`config.mk`:
```
export PLATFORM = sky130hd
export DESIGN_NAME = piecewise_linear_calibration_lookup_top
export DESIGN_NICKNAME = d
export VERILOG_FILES = /design/src/plc_pkg.sv /design/src/plc_front.sv /design/src/plc_divider.sv /design/src/plc_back.sv /design/src/piecewise_linear_calibration_lookup_top.sv
export VERILOG_INCLUDE_DIRS = /design/src /design/src/src
export SDC_FILE = /design/constraint.sdc
export NUM_CORES = 2
export LEC_CHECK = 0
export BUFFER_PORTS_ARGS = -buffer_cell sky130_fd_sc_hd__buf_2
export CORE_ASPECT_RATIO = 2
export CORE_MARGIN = 10
export CORE_UTILIZATION = 40
export DETAILED_ROUTE_END_ITERATION = 8
export GPL_TIMING_DRIVEN = 0
export PLACE_DENSITY = 0.52
export RECOVER_POWER = 25
export SETUP_SLACK_MARGIN = 0.15
export SLEW_MARGIN = 20
export SYNTH_ARGS = -nofsm -noshare
export SYNTH_HDL_FRONTEND = slang
export SYNTH_SLANG_ARGS = --single-unit
```
`constraint.sdc`:
```
create_clock -name clk -period 14.1 [get_ports clk]
set_input_delay 1.41 -clock clk [delete_from_list [all_inputs] [get_ports clk]]
set_output_delay 1.41 -clock clk [all_outputs]
set_load 0.03 [all_outputs]
```
`src/piecewise_linear_calibration_lookup_top_defines.svh`:
```
// Assertion macros for the calibration lookup block.
// Used by the top level only; expects clk and rst_n in scope.
`ifndef PIECEWISE_LINEAR_CALIBRATION_LOOKUP_TOP_DEFINES_SVH
`define PIECEWISE_LINEAR_CALIBRATION_LOOKUP_TOP_DEFINES_SVH

`ifndef ASSERT_OFF

`define PLC_ASSERT_IMPLY(label, ante, cons) \
    label: assert property (@(posedge clk) disable iff (!rst_n) (ante) |-> (cons)) \
        else $error("plc: implication check failed");

`define PLC_ASSERT_NEXT(label, ante, cons) \
    label: assert property (@(posedge clk) disable iff (!rst_n) (ante) |=> (cons)) \
        else $error("plc: next-cycle check failed");

`else

`define PLC_ASSERT_IMPLY(label, ante, cons)

`define PLC_ASSERT_NEXT(label, ante, cons)

`endif

`endif

```
`src/plc_pkg.sv`:
```
// Shared types and constants for the calibration lookup block.
// No dependencies; used by every module of the block.
package plc_pkg;

    localparam int TABLE_DEPTH = 16;
    localparam int IDX_W       = $clog2(TABLE_DEPTH);
    localparam int CNT_W       = $clog2(TABLE_DEPTH + 1);

    localparam int CFG_W   = 5;
    localparam int EIDX_W  = 4;
    localparam int KEY_W   = 16;
    localparam int VAL_W   = 16;
    localparam int OUT_W   = 21;
    localparam int STAT_W  = 2;

    // product of two 17-bit signed differences
    localparam int DIV_W       = 2 * (KEY_W + 1);
    localparam int DIV_STEPS   = DIV_W / 2;
    localparam int DIV_CNT_W   = $clog2(DIV_STEPS + 1);
    localparam int SUM_W       = DIV_W + 2;

    localparam int FIFO_DEPTH  = 2;
    localparam int FIFO_PTR_W  = $clog2(FIFO_DEPTH);
    localparam int FIFO_CNT_W  = $clog2(FIFO_DEPTH + 1);

    localparam logic [STAT_W-1:0] STATUS_OK    = STAT_W'(0);
    localparam logic [STAT_W-1:0] STATUS_FEW   = STAT_W'(1);
    localparam logic [STAT_W-1:0] STATUS_EQUAL = STAT_W'(2);

    typedef enum logic {
        OP_WRITE = 1'b0,
        OP_QUERY = 1'b1
    } op_t;

    typedef struct packed {
        op_t              op;
        logic             wr_en;
        logic [IDX_W-1:0] addr;
        logic [KEY_W-1:0] key;
        logic [VAL_W-1:0] value;
        logic [KEY_W-1:0] query;
        logic [CNT_W-1:0] count;
    } item_t;

    typedef struct packed {
        logic             start;
        logic [DIV_W-1:0] num;
        logic [KEY_W-1:0] den;
    } div_req_t;

    typedef struct packed {
        logic             done;
        logic [DIV_W-1:0] quo;
        logic [KEY_W-1:0] rem;
    } div_rsp_t;

    typedef enum logic [3:0] {
        BS_IDLE,
        BS_READ,
        BS_CMP,
        BS_CALC,
        BS_MUL,
        BS_DIVS,
        BS_DIVW,
        BS_ROUND1,
        BS_ROUND2,
        BS_OUT
    } back_state_t;

endpackage

```
`src/plc_front.sv`:
```
// Front end: accepts requests, classifies them and queues them for the back end.
// Holds the entries_in_use register. Depends on plc_pkg.
module plc_front (
    input  logic                          clk,
    input  logic                          rst_n,
    input  logic                          in_valid,
    output logic                          in_ready,
    input  logic                          kind,
    input  logic [plc_pkg::EIDX_W-1:0]    entry_index,
    input  logic [plc_pkg::KEY_W-1:0]     entry_key,
    input  logic [plc_pkg::VAL_W-1:0]     entry_value,
    input  logic [plc_pkg::KEY_W-1:0]     query_value,
    input  logic                          cfg_wr_en,
    input  logic [plc_pkg::CFG_W-1:0]     cfg_wr_data,
    output logic                          q_valid,
    output plc_pkg::item_t                q_item,
    input  logic                          q_pop
);

    logic [plc_pkg::CFG_W-1:0]       entries_reg;
    plc_pkg::item_t                  fifo_mem [plc_pkg::FIFO_DEPTH];
    logic [plc_pkg::FIFO_PTR_W-1:0]  wr_ptr_reg, wr_ptr_next;
    logic [plc_pkg::FIFO_PTR_W-1:0]  rd_ptr_reg, rd_ptr_next;
    logic [plc_pkg::FIFO_CNT_W-1:0]  cnt_reg, cnt_next;
    plc_pkg::item_t                  item;
    logic                            push;
    logic                            pop;

    always_ff @(posedge clk or negedge rst_n)
    begin
        if (!rst_n)
        begin
            entries_reg <= '0;
        end
        else if (cfg_wr_en)
        begin
            entries_reg <= cfg_wr_data;
        end
    end

    // classify
    always_comb
    begin
        item.op    = kind ? plc_pkg::OP_QUERY : plc_pkg::OP_WRITE;
        item.wr_en = 32'(entry_index) < plc_pkg::TABLE_DEPTH;
        item.addr  = plc_pkg::IDX_W'(entry_index);
        item.key   = entry_key;
        item.value = entry_value;
        item.query = query_value;
        if (32'(entries_reg) > plc_pkg::TABLE_DEPTH)
        begin
            item.count = plc_pkg::CNT_W'(plc_pkg::TABLE_DEPTH);
        end
        else
        begin
            item.count = plc_pkg::CNT_W'(entries_reg);
        end
    end

    assign in_ready = cnt_reg != plc_pkg::FIFO_CNT_W'(plc_pkg::FIFO_DEPTH);
    assign q_valid  = cnt_reg != '0;
    assign push     = in_valid && in_ready;
    assign pop      = q_pop && q_valid;
    assign q_item   = fifo_mem[rd_ptr_reg];

    always_comb
    begin
        wr_ptr_next = wr_ptr_reg;
        rd_ptr_next = rd_ptr_reg;
        cnt_next    = cnt_reg;
        if (push)
        begin
            if (32'(wr_ptr_reg) == plc_pkg::FIFO_DEPTH - 1)
            begin
                wr_ptr_next = '0;
            end
            else
            begin
                wr_ptr_next = wr_ptr_reg + plc_pkg::FIFO_PTR_W'(1);
            end
        end
        if (pop)
        begin
            if (32'(rd_ptr_reg) == plc_pkg::FIFO_DEPTH - 1)
            begin
                rd_ptr_next = '0;
            end
            else
            begin
                rd_ptr_next = rd_ptr_reg + plc_pkg::FIFO_PTR_W'(1);
            end
        end
        if (push && !pop)
        begin
            cnt_next = cnt_reg + plc_pkg::FIFO_CNT_W'(1);
        end
        else if (pop && !push)
        begin
            cnt_next = cnt_reg - plc_pkg::FIFO_CNT_W'(1);
        end
    end

    always_ff @(posedge clk or negedge rst_n)
    begin
        if (!rst_n)
        begin
            wr_ptr_reg <= '0;
            rd_ptr_reg <= '0;
            cnt_reg    <= '0;
        end
        else
        begin
            wr_ptr_reg <= wr_ptr_next;
            rd_ptr_reg <= rd_ptr_next;
            cnt_reg    <= cnt_next;
        end
    end

    always_ff @(posedge clk)
    begin
        if (push)
        begin
            fifo_mem[wr_ptr_reg] <= item;
        end
    end

endmodule

```
`src/plc_divider.sv`:
```
// Iterative unsigned divider, two restoring steps per cycle.
// Depends on plc_pkg (widths and request/response types).
module plc_divider (
    input  logic              clk,
    input  logic              rst_n,
    input  plc_pkg::div_req_t req,
    output plc_pkg::div_rsp_t rsp
);

    logic                            busy_reg, busy_next;
    logic                            done_reg, done_next;
    logic [plc_pkg::DIV_CNT_W-1:0]   cnt_reg, cnt_next;
    logic [plc_pkg::DIV_W-1:0]       quo_reg, quo_next;
    logic [plc_pkg::KEY_W-1:0]       rem_reg, rem_next;
    logic [plc_pkg::KEY_W-1:0]       den_reg, den_next;

    logic [plc_pkg::KEY_W:0]         p1, p2;
    logic                            ge1, ge2;
    logic [plc_pkg::KEY_W-1:0]       r1, r2;
    logic [plc_pkg::DIV_W-1:0]       q1, q2;

    always_comb
    begin
        p1  = {rem_reg, quo_reg[plc_pkg::DIV_W-1]};
        ge1 = p1 >= {1'b0, den_reg};
        r1  = ge1 ? plc_pkg::KEY_W'(p1 - {1'b0, den_reg}) : p1[plc_pkg::KEY_W-1:0];
        q1  = {quo_reg[plc_pkg::DIV_W-2:0], ge1};
        p2  = {r1, q1[plc_pkg::DIV_W-1]};
        ge2 = p2 >= {1'b0, den_reg};
        r2  = ge2 ? plc_pkg::KEY_W'(p2 - {1'b0, den_reg}) : p2[plc_pkg::KEY_W-1:0];
        q2  = {q1[plc_pkg::DIV_W-2:0], ge2};
    end

    always_comb
    begin
        busy_next = busy_reg;
        done_next = 1'b0;
        cnt_next  = cnt_reg;
        quo_next  = quo_reg;
        rem_next  = rem_reg;
        den_next  = den_reg;
        if (req.start)
        begin
            busy_next = 1'b1;
            cnt_next  = plc_pkg::DIV_CNT_W'(plc_pkg::DIV_STEPS);
            quo_next  = req.num;
            rem_next  = '0;
            den_next  = req.den;
        end
        else if (busy_reg)
        begin
            quo_next = q2;
            rem_next = r2;
            cnt_next = cnt_reg - plc_pkg::DIV_CNT_W'(1);
            if (cnt_reg == plc_pkg::DIV_CNT_W'(1))
            begin
                busy_next = 1'b0;
                done_next = 1'b1;
            end
        end
    end

    always_ff @(posedge clk or negedge rst_n)
    begin
        if (!rst_n)
        begin
            busy_reg <= 1'b0;
            done_reg <= 1'b0;
            cnt_reg  <= '0;
        end
        else
        begin
            busy_reg <= busy_next;
            done_reg <= done_next;
            cnt_reg  <= cnt_next;
        end
    end

    always_ff @(posedge clk)
    begin
        quo_reg <= quo_next;
        rem_reg <= rem_next;
        den_reg <= den_next;
    end

    assign rsp.done = done_reg;
    assign rsp.quo  = quo_reg;
    assign rsp.rem  = rem_reg;

endmodule

```
`src/plc_back.sv`:
```
// Back end: calibration table, bracket scan, interpolation sequencer, result register.
// Depends on plc_pkg; drives the plc_divider.
module plc_back (
    input  logic                               clk,
    input  logic                               rst_n,
    input  logic                               q_valid,
    input  plc_pkg::item_t                     q_item,
    output logic                               q_pop,
    output plc_pkg::div_req_t                  div_req,
    input  plc_pkg::div_rsp_t                  div_rsp,
    output logic                               out_valid,
    input  logic                               out_ready,
    output logic signed [plc_pkg::OUT_W-1:0]   interpolated,
    output logic [plc_pkg::STAT_W-1:0]         status
);

    plc_pkg::back_state_t state_reg, state_next;

    logic [plc_pkg::KEY_W-1:0]        key_mem [plc_pkg::TABLE_DEPTH];
    logic [plc_pkg::VAL_W-1:0]        val_mem [plc_pkg::TABLE_DEPTH];
    logic [plc_pkg::KEY_W-1:0]        rd_key_reg;
    logic [plc_pkg::VAL_W-1:0]        rd_val_reg;
    logic                             mem_we;

    logic [plc_pkg::CNT_W-1:0]        idx_reg, idx_next;
    logic [plc_pkg::CNT_W-1:0]        n_reg, n_next;
    logic [plc_pkg::KEY_W-1:0]        query_reg, query_next;
    logic [plc_pkg::KEY_W-1:0]        klo_reg, klo_next, khi_reg, khi_next;
    logic [plc_pkg::VAL_W-1:0]        vlo_reg, vlo_next, vhi_reg, vhi_next;
    logic signed [plc_pkg::KEY_W:0]   dv_reg, dv_next, dq_reg, dq_next, dk_reg, dk_next;
    logic signed [plc_pkg::DIV_W-1:0] prod_reg, prod_next;
    logic                             neg_reg, neg_next;
    logic [plc_pkg::KEY_W-1:0]        den_reg, den_next;
    logic signed [plc_pkg::DIV_W:0]   qfl_reg, qfl_next, qr_reg, qr_next;
    logic [plc_pkg::KEY_W-1:0]        rr_reg, rr_next;
    logic [plc_pkg::STAT_W-1:0]       res_reg, res_next;

    logic                             out_valid_reg, out_valid_next;
    logic signed [plc_pkg::OUT_W-1:0] out_interp_reg, out_interp_next;
    logic [plc_pkg::STAT_W-1:0]       out_status_reg, out_status_next;

    logic                             hit;
    logic                             last;
    logic                             prod_neg;
    logic [plc_pkg::DIV_W-1:0]        prod_mag;
    logic [plc_pkg::KEY_W:0]          twice_r;
    logic                             round_up;
    logic signed [plc_pkg::SUM_W-1:0] y_sum;
    logic                             in_range;
    logic signed [plc_pkg::OUT_W-1:0] y_sat;
    logic                             slot_free;

    assign hit       = rd_key_reg > query_reg;
    assign last      = idx_reg == n_reg - plc_pkg::CNT_W'(1);
    assign slot_free = !out_valid_reg || out_ready;

    // next state
    always_comb
    begin
        state_next = state_reg;
        unique case (state_reg)
            plc_pkg::BS_IDLE:
            begin
                if (q_valid && q_item.op == plc_pkg::OP_QUERY)
                begin
                    if (q_item.count == '0)
                    begin
                        state_next = plc_pkg::BS_OUT;
                    end
                    else
                    begin
                        state_next = plc_pkg::BS_READ;
                    end
                end
            end
            plc_pkg::BS_READ:
            begin
                state_next = plc_pkg::BS_CMP;
            end
            plc_pkg::BS_CMP:
            begin
                if (hit)
                begin
                    state_next = plc_pkg::BS_CALC;
                end
                else if (last)
                begin
                    if (n_reg < plc_pkg::CNT_W'(2))
                    begin
                        state_next = plc_pkg::BS_OUT;
                    end
                    else
                    begin
                        state_next = plc_pkg::BS_CALC;
                    end
                end
                else
                begin
                    state_next = plc_pkg::BS_READ;
                end
            end
            plc_pkg::BS_CALC:
            begin
                if (khi_reg == klo_reg)
                begin
                    state_next = plc_pkg::BS_OUT;
                end
                else
                begin
                    state_next = plc_pkg::BS_MUL;
                end
            end
            plc_pkg::BS_MUL:
            begin
                state_next = plc_pkg::BS_DIVS;
            end
            plc_pkg::BS_DIVS:
            begin
                state_next = plc_pkg::BS_DIVW;
            end
            plc_pkg::BS_DIVW:
            begin
                if (div_rsp.done)
                begin
                    state_next = plc_pkg::BS_ROUND1;
                end
            end
            plc_pkg::BS_ROUND1:
            begin
                state_next = plc_pkg::BS_ROUND2;
            end
            plc_pkg::BS_ROUND2:
            begin
                state_next = plc_pkg::BS_OUT;
            end
            plc_pkg::BS_OUT:
            begin
                if (slot_free)
                begin
                    state_next = plc_pkg::BS_IDLE;
                end
            end
            default:
            begin
                state_next = plc_pkg::BS_IDLE;
            end
        endcase
    end

    // datapath arithmetic
    always_comb
    begin
        prod_neg = prod_reg[plc_pkg::DIV_W-1];
        prod_mag = prod_neg ? plc_pkg::DIV_W'(-prod_reg) : plc_pkg::DIV_W'(prod_reg);
        twice_r  = {rr_reg, 1'b0};
        round_up = (twice_r > {1'b0, den_reg}) || ((twice_r == {1'b0, den_reg}) && qfl_reg[0]);
        y_sum    = plc_pkg::SUM_W'(qr_reg)
                 + $signed({{(plc_pkg::SUM_W - plc_pkg::VAL_W){1'b0}}, vlo_reg});
        in_range = (&y_sum[plc_pkg::SUM_W-1:plc_pkg::OUT_W-1])
                || !(|y_sum[plc_pkg::SUM_W-1:plc_pkg::OUT_W-1]);
        if (in_range)
        begin
            y_sat = y_sum[plc_pkg::OUT_W-1:0];
        end
        else if (y_sum[plc_pkg::SUM_W-1])
        begin
            y_sat = {1'b1, {(plc_pkg::OUT_W-1){1'b0}}};
        end
        else
        begin
            y_sat = {1'b0, {(plc_pkg::OUT_W-1){1'b1}}};
        end
    end

    // register updates and outputs
    always_comb
    begin
        q_pop           = 1'b0;
        mem_we          = 1'b0;
        div_req.start   = 1'b0;
        div_req.num     = prod_mag;
        div_req.den     = dk_reg[plc_pkg::KEY_W] ? plc_pkg::KEY_W'(-dk_reg)
                                                 : dk_reg[plc_pkg::KEY_W-1:0];
        idx_next        = idx_reg;
        n_next          = n_reg;
        query_next      = query_reg;
        klo_next        = klo_reg;
        vlo_next        = vlo_reg;
        khi_next        = khi_reg;
        vhi_next        = vhi_reg;
        dv_next         = dv_reg;
        dq_next         = dq_reg;
        dk_next         = dk_reg;
        prod_next       = prod_reg;
        neg_next        = neg_reg;
        den_next        = den_reg;
        qfl_next        = qfl_reg;
        rr_next         = rr_reg;
        qr_next         = qr_reg;
        res_next        = res_reg;
        out_valid_next  = out_valid_reg && !out_ready;
        out_interp_next = out_interp_reg;
        out_status_next = out_status_reg;
        unique case (state_reg)
            plc_pkg::BS_IDLE:
            begin
                q_pop      = q_valid;
                mem_we     = q_valid && q_item.op == plc_pkg::OP_WRITE && q_item.wr_en;
                idx_next   = '0;
                n_next     = q_item.count;
                query_next = q_item.query;
                klo_next   = '0;
                vlo_next   = '0;
                res_next   = (q_item.count == '0) ? plc_pkg::STATUS_FEW : plc_pkg::STATUS_OK;
            end
            plc_pkg::BS_READ:
            begin
            end
            plc_pkg::BS_CMP:
            begin
                if (hit || last)
                begin
                    khi_next = rd_key_reg;
                    vhi_next = rd_val_reg;
                    if (!hit && n_reg < plc_pkg::CNT_W'(2))
                    begin
                        res_next = plc_pkg::STATUS_FEW;
                    end
                end
                else
                begin
                    klo_next = rd_key_reg;
                    vlo_next = rd_val_reg;
                    idx_next = idx_reg + plc_pkg::CNT_W'(1);
                end
            end
            plc_pkg::BS_CALC:
            begin
                dv_next = $signed({1'b0, vhi_reg}) - $signed({1'b0, vlo_reg});
                dq_next = $signed({1'b0, query_reg}) - $signed({1'b0, klo_reg});
                dk_next = $signed({1'b0, khi_reg}) - $signed({1'b0, klo_reg});
                if (khi_reg == klo_reg)
                begin
                    res_next = plc_pkg::STATUS_EQUAL;
                end
            end
            plc_pkg::BS_MUL:
            begin
                prod_next = dv_reg * dq_reg;
            end
            plc_pkg::BS_DIVS:
            begin
                div_req.start = 1'b1;
                neg_next      = (prod_neg ^ dk_reg[plc_pkg::KEY_W]) && (prod_reg != '0);
                den_next      = div_req.den;
            end
            plc_pkg::BS_DIVW:
            begin
            end
            plc_pkg::BS_ROUND1:
            begin
                // floor quotient and non-negative remainder
                if (neg_reg && div_rsp.rem != '0)
                begin
                    qfl_next = -$signed({1'b0, div_rsp.quo}) - (plc_pkg::DIV_W + 1)'(1);
                    rr_next  = den_reg - div_rsp.rem;
                end
                else if (neg_reg)
                begin
                    qfl_next = -$signed({1'b0, div_rsp.quo});
                    rr_next  = '0;
                end
                else
                begin
                    qfl_next = $signed({1'b0, div_rsp.quo});
                    rr_next  = div_rsp.rem;
                end
            end
            plc_pkg::BS_ROUND2:
            begin
                qr_next = qfl_reg + $signed({{plc_pkg::DIV_W{1'b0}}, round_up});
            end
            plc_pkg::BS_OUT:
            begin
                if (slot_free)
                begin
                    out_valid_next  = 1'b1;
                    out_status_next = res_reg;
                    out_interp_next = (res_reg == plc_pkg::STATUS_OK) ? y_sat : '0;
                end
            end
            default:
            begin
            end
        endcase
    end

    always_ff @(posedge clk)
    begin
        if (mem_we)
        begin
            key_mem[q_item.addr] <= q_item.key;
            val_mem[q_item.addr] <= q_item.value;
        end
        rd_key_reg <= key_mem[idx_reg[plc_pkg::IDX_W-1:0]];
        rd_val_reg <= val_mem[idx_reg[plc_pkg::IDX_W-1:0]];
    end

    always_ff @(posedge clk or negedge rst_n)
    begin
        if (!rst_n)
        begin
            state_reg     <= plc_pkg::BS_IDLE;
            out_valid_reg <= 1'b0;
        end
        else
        begin
            state_reg     <= state_next;
            out_valid_reg <= out_valid_next;
        end
    end

    always_ff @(posedge clk)
    begin
        idx_reg        <= idx_next;
        n_reg          <= n_next;
        query_reg      <= query_next;
        klo_reg        <= klo_next;
        vlo_reg        <= vlo_next;
        khi_reg        <= khi_next;
        vhi_reg        <= vhi_next;
        dv_reg         <= dv_next;
        dq_reg         <= dq_next;
        dk_reg         <= dk_next;
        prod_reg       <= prod_next;
        neg_reg        <= neg_next;
        den_reg        <= den_next;
        qfl_reg        <= qfl_next;
        rr_reg         <= rr_next;
        qr_reg         <= qr_next;
        res_reg        <= res_next;
        out_interp_reg <= out_interp_next;
        out_status_reg <= out_status_next;
    end

    assign out_valid    = out_valid_reg;
    assign interpolated = out_interp_reg;
    assign status       = out_status_reg;

endmodule

```
`src/piecewise_linear_calibration_lookup_top.sv`:
```
// Top level of the piecewise-linear calibration lookup.
// Instantiates plc_front, plc_back and plc_divider; uses plc_pkg and the defines header.
//
// Input channel (in_valid/in_ready): kind 0 writes entry_key/entry_value at
// entry_index and gives no result; kind 1 converts query_value.
// Output channel (out_valid/out_ready): one interpolated/status result per query.
// cfg_wr_en/cfg_wr_data set entries_in_use; write it only while the block is idle.
// A two-deep request queue sits ahead of the back end, so requests are taken
// while a query is still being worked on.
// Write: stored in the table at the edge it leaves the queue.
// Query: from leaving the queue to the result register, the back end scans up to
// 16 table entries in turn (read, then compare), then computes the differences,
// multiplies, divides, rounds and saturates; the 34-bit divide retires two bits
// a cycle. Queries are worked on one at a time.
// Reset clears the queue, the result valid flag and entries_in_use; table contents
// are undefined until written. If the receiver stalls, the result is held in its
// register and the back end waits once the next result is ready.
`include "piecewise_linear_calibration_lookup_top_defines.svh"

module piecewise_linear_calibration_lookup_top (
    input  logic                               clk,
    input  logic                               rst_n,
    input  logic                               in_valid,
    output logic                               in_ready,
    input  logic                               kind,
    input  logic [plc_pkg::EIDX_W-1:0]         entry_index,
    input  logic [plc_pkg::KEY_W-1:0]          entry_key,
    input  logic [plc_pkg::VAL_W-1:0]          entry_value,
    input  logic [plc_pkg::KEY_W-1:0]          query_value,
    output logic                               out_valid,
    input  logic                               out_ready,
    output logic signed [plc_pkg::OUT_W-1:0]   interpolated,
    output logic [plc_pkg::STAT_W-1:0]         status,
    input  logic                               cfg_wr_en,
    input  logic [plc_pkg::CFG_W-1:0]          cfg_wr_data
);

    logic               q_valid;
    logic               q_pop;
    plc_pkg::item_t     q_item;
    plc_pkg::div_req_t  div_req;
    plc_pkg::div_rsp_t  div_rsp;

    plc_front u_front (
        .clk         (clk),
        .rst_n       (rst_n),
        .in_valid    (in_valid),
        .in_ready    (in_ready),
        .kind        (kind),
        .entry_index (entry_index),
        .entry_key   (entry_key),
        .entry_value (entry_value),
        .query_value (query_value),
        .cfg_wr_en   (cfg_wr_en),
        .cfg_wr_data (cfg_wr_data),
        .q_valid     (q_valid),
        .q_item      (q_item),
        .q_pop       (q_pop)
    );

    plc_divider u_divider (
        .clk   (clk),
        .rst_n (rst_n),
        .req   (div_req),
        .rsp   (div_rsp)
    );

    plc_back u_back (
        .clk          (clk),
        .rst_n        (rst_n),
        .q_valid      (q_valid),
        .q_item       (q_item),
        .q_pop        (q_pop),
        .div_req      (div_req),
        .div_rsp      (div_rsp),
        .out_valid    (out_valid),
        .out_ready    (out_ready),
        .interpolated (interpolated),
        .status       (status)
    );

    `PLC_ASSERT_IMPLY(a_status_code, out_valid, status <= plc_pkg::STATUS_EQUAL)
    `PLC_ASSERT_IMPLY(a_flagged_zero, out_valid && status != plc_pkg::STATUS_OK, interpolated == '0)
    `PLC_ASSERT_IMPLY(a_empty_ready, !q_valid, in_ready)
    `PLC_ASSERT_NEXT(a_div_result_used, div_rsp.done, !div_rsp.done)

endmodule

```
==> flow_results.org <==
** Status
- The flow ran to the end, but the final reports show violations.
- The final reports fail on capacitance limit, slew limit.

** Setup path
- At the worst endpoint, the arrival time is 9.15 ns.
- Counting cells, the worst reg-to-reg path comes to 25.
- The setup path with the least slack is of type reg2reg.
- STA classifies the critical path endpoint as a register.
- Setup slack on the worst reg-to-reg path comes out at 5.41 ns.
- Highest net fanout along the worst path :: 10
- Reg-to-reg startpoint :: u_back.dq_reg[10]
- Type of origin of the critical path :: register
- STA puts the critical path data required time at 14.56 ns.
- The worst register-to-register path ends at u_back.prod_reg[33].

** Drt
- The routed layout has 35,100 vias.
- Antenna viol nets, final :: 0
- After detailed routing, the number of vias per cell comes to 5.36.
- The detailed router finished its first iteration with 1,930 violations.
- For this run, design rule violations remaining after detail routing come to 0.
- In the final routed layout, each cell accounts on average for 25.2 um.
- After detailed routing, the total wire length is 165,000 um.
- Before antenna repair, the detailed router went through 7 iterations.

** Global routing
- Vias in the first global route :: 38,600
- Entering global routing, the biggest net connects 45 pins.
- Wire length of the first global-routing pass :: 245,000 um
- The number of antenna violations at the first check in global routing was 6.
- Global routing used 20.8% of the available tracks across all layers.
- After global routing the overflow that remains totals 0.

** Logic synthesis
- Synthesized net count :: 4,941
- Per-instance average area after synthesis :: 13.3 um^2
- Synthesis inferred 1,034 register bits.
- In this run, distinct cell masters in the synthesized netlist total 94.
- In the synthesized netlist the dominant register cell turns out to be sky130_fd_sc_hd__edfxtp_1.
- Gate Count Post-Synth :: 4,338
- EDFF count, synth :: 965
- The cell area that synthesis handed to floorplanning was 57,800 um^2.
- Summed over all instances, the cell type with the most area after synthesis is sky130_fd_sc_hd__edfxtp_1.
- Of all flip-flops after synthesis, the portion carrying an async set or reset was 2.03%.
- The Yosys step of the flow raised 0 warnings.
- Share of Yosys cell area claimed by the top area cell type :: 50.1%
- Sequential cell area fraction in the yosys report :: 52.7%
- Cell types with the largest area share after synthesis :: sky130_fd_sc_hd__edfxtp_1 (50%), sky130_fd_sc_hd__fa_1 (10%), sky130_fd_sc_hd__mux4_2 (6.2%)

** Finish
- Most common cell after layout, fill and taps aside :: sky130_fd_sc_hd__edfxtp_1
- Final core utilization :: 45.1%
- The area growth from synthesis to layout is 12.2%.
- Proportion of layout cells with a drive suffix above 1 :: 12.2%
- Biggest regs :: u_back.key_mem: 256 flops, u_back.val_mem: 256 flops, u_front.fifo_mem: 116 flops
- Commonest cells after routing, fill and taps aside :: sky130_fd_sc_hd__edfxtp_1 (965), sky130_fd_sc_hd__inv_1 (441), sky130_fd_sc_hd__nand2_1 (344)
- For this run, the post-layout net count is 5,183.

** Clocking
- Clock tree from TritonCTS :: yes
- The number of setup buffers added after CTS is 0.
- H-tree depth reported by CTS :: 3
- In this run, CTS created clock tree buffers numbering 95.
- Clock-pin slew was measured on the worst setup and hold paths at 0.07 ns.
- For the worst-skew pair, the clock arrives at the later sink with an insertion delay of 0.70 ns.
- Gates resized during post-CTS repair numbered 0.
- Bufs on Longest Clock Path :: 3
- Clk root buf :: sky130_fd_sc_hd__clkbuf_16
- In this run, post-CTS hold repair placed 0 buffers.
- The clock drives 1,034 sinks.

** Flow run
- Number of max-capacitance violations reported :: 3

** Timing
- Minimum clock period :: 8.69 ns
- Worst Clk Skew :: 0.0259 ns
- Headroom to the max-slew limit :: -88.5%
- Final-report setup violation count :: 0
- Max Slew Vio Count :: 86
- Total count of hold-check failures in the final report :: 0
- In the finished design, the share of the clock period the worst path needs comes to 61.7%.
- RSZ-0062 raised after global routing :: false
- Measured slew at the worst slew-check pin :: 2.83 ns
- In the final timing run, aggregate negative setup slack is 0 ns.
- Achievable clock frequency :: 115 MHz

** Placed design
- Global placement routability congestion :: 0.981
- Input/output buffers :: 87
- DPL Wire Length :: 129,000 um

** Die
- The initial utilization of the core area, before any placement, comes to 40.2%.
- Core area :: 144,000 um^2
- Row generation in the floorplan step produced 197 rows.
- The die is 558 um tall.
- Top-level I/O count :: 88
- Measured along the x axis, the die boundary spans 289 um.
- The die covers 161,000 um^2.

** Min path
- The startpoint identified for the worst hold timing path is u_back.rd_val_reg[4].
- Counting instances, the worst hold path has a depth of 0.
- Path category of the worst min-delay check :: reg2reg
- The worst hold path terminates at u_back.vhi_reg[4].
-- logic make-up after synthesis --
kind of cell,share of synthesized area (%)
and+or+nand+nor,9.66
DFF,52.7
buffers and inverters,3.95
AOI/OAI and AO/OA,6.43
adders and majority gates,15.6
xor gates and xnor gates,4.00
muxes,7.67
-- final cells by class --
cell class                 instances  area, um^2
buffer                           154         642
antenna                            3        7.51
tap                             1890        2360
clock buffer                     132        2680
multi-input combinational       2707       25200
clock inverter                    46         543
fill                           13200       79100
sequential                      1034       30500
timing repair buffer             145        1290
inverter                         443        1660
-- cell usage after synthesis, drive strengths merged, types with 40 or more instances --
library cell  instances
a21o                 60
o21ai               142
nor2                186
dfxtp                48
nor3                 68
and2                166
clkbuf              119
and3                 57
o21a                 40
ha                  237
edfxtp              965
a21oi               129
xnor2               168
nand3                58
xor2                 95
mux2                 66
fa                  303
inv                 442
nand2               344
mux4                160
-- worst max path at each step --
stage / startpoint / endpoint / depth (start not counted)
floorplan: u_back.dq_reg[10] / u_back.prod_reg[33] / 25
global placement: u_back.state_reg[2] / u_back.val_mem[1][9] / 7
detailed placement: u_back.dq_reg[10] / u_back.prod_reg[33] / 25
CTS: u_back.dq_reg[10] / u_back.prod_reg[33] / 25
global route: u_back.dq_reg[8] / u_back.prod_reg[33] / 23
finish: u_back.dq_reg[10] / u_back.prod_reg[33] / 25
-- through the flow --
step	hold slack (ns)	instance area, um^2	std cells	setup slack [ns]
2_1_floorplan	0.400	57800	4338	7.51
3_3_place_gp	0.409	60600	6315	4.49
3_5_place_dp	0.410	61900	6373	5.40
4_1_cts	0.424	65100	6551	5.37
5_1_grt	0.430	64900	6553	5.01
6_report	0.423	64900	6554	5.41
-- worst max-delay path, stage by stage (launching register included) --
cell	delay, ns
sky130_fd_sc_hd__edfxtp_1	0.31
sky130_fd_sc_hd__clkbuf_1	0.61
sky130_fd_sc_hd__clkbuf_1	0.66
sky130_fd_sc_hd__nand2_1	0.17
sky130_fd_sc_hd__fa_1	0.58
sky130_fd_sc_hd__inv_1	0.05
sky130_fd_sc_hd__fa_1	0.51
sky130_fd_sc_hd__inv_1	0.06
sky130_fd_sc_hd__fa_1	0.47
sky130_fd_sc_hd__inv_1	0.06
sky130_fd_sc_hd__fa_1	0.45
sky130_fd_sc_hd__fa_1	0.52
sky130_fd_sc_hd__inv_1	0.06
sky130_fd_sc_hd__fa_1	0.52
sky130_fd_sc_hd__inv_1	0.04
sky130_fd_sc_hd__ha_1	0.36
sky130_fd_sc_hd__a211o_1	0.35
sky130_fd_sc_hd__a2111oi_0	0.58
sky130_fd_sc_hd__o21ai_0	0.15
sky130_fd_sc_hd__o221ai_1	0.38
sky130_fd_sc_hd__o31ai_1	0.24
sky130_fd_sc_hd__o31ai_1	0.46
sky130_fd_sc_hd__a21oi_1	0.18
sky130_fd_sc_hd__o21a_1	0.21
sky130_fd_sc_hd__nor2_1	0.20
sky130_fd_sc_hd__xnor2_1	0.26
-- metal layers --
layer | up-vias | wire length, um | GRT usage [%]
li1 | 16100 | - | -
met1 | 17900 | 52300 | 18.9
met2 | 736 | 97100 | 42.4
met3 | 364 | 4250 | 2.00
met4 | 4 | 11400 | 12.8
met5 | - | 26 | 0
Power is not shown: default switching activity piles up to over one toggle a cycle in this logic, so the estimate is an artifact.
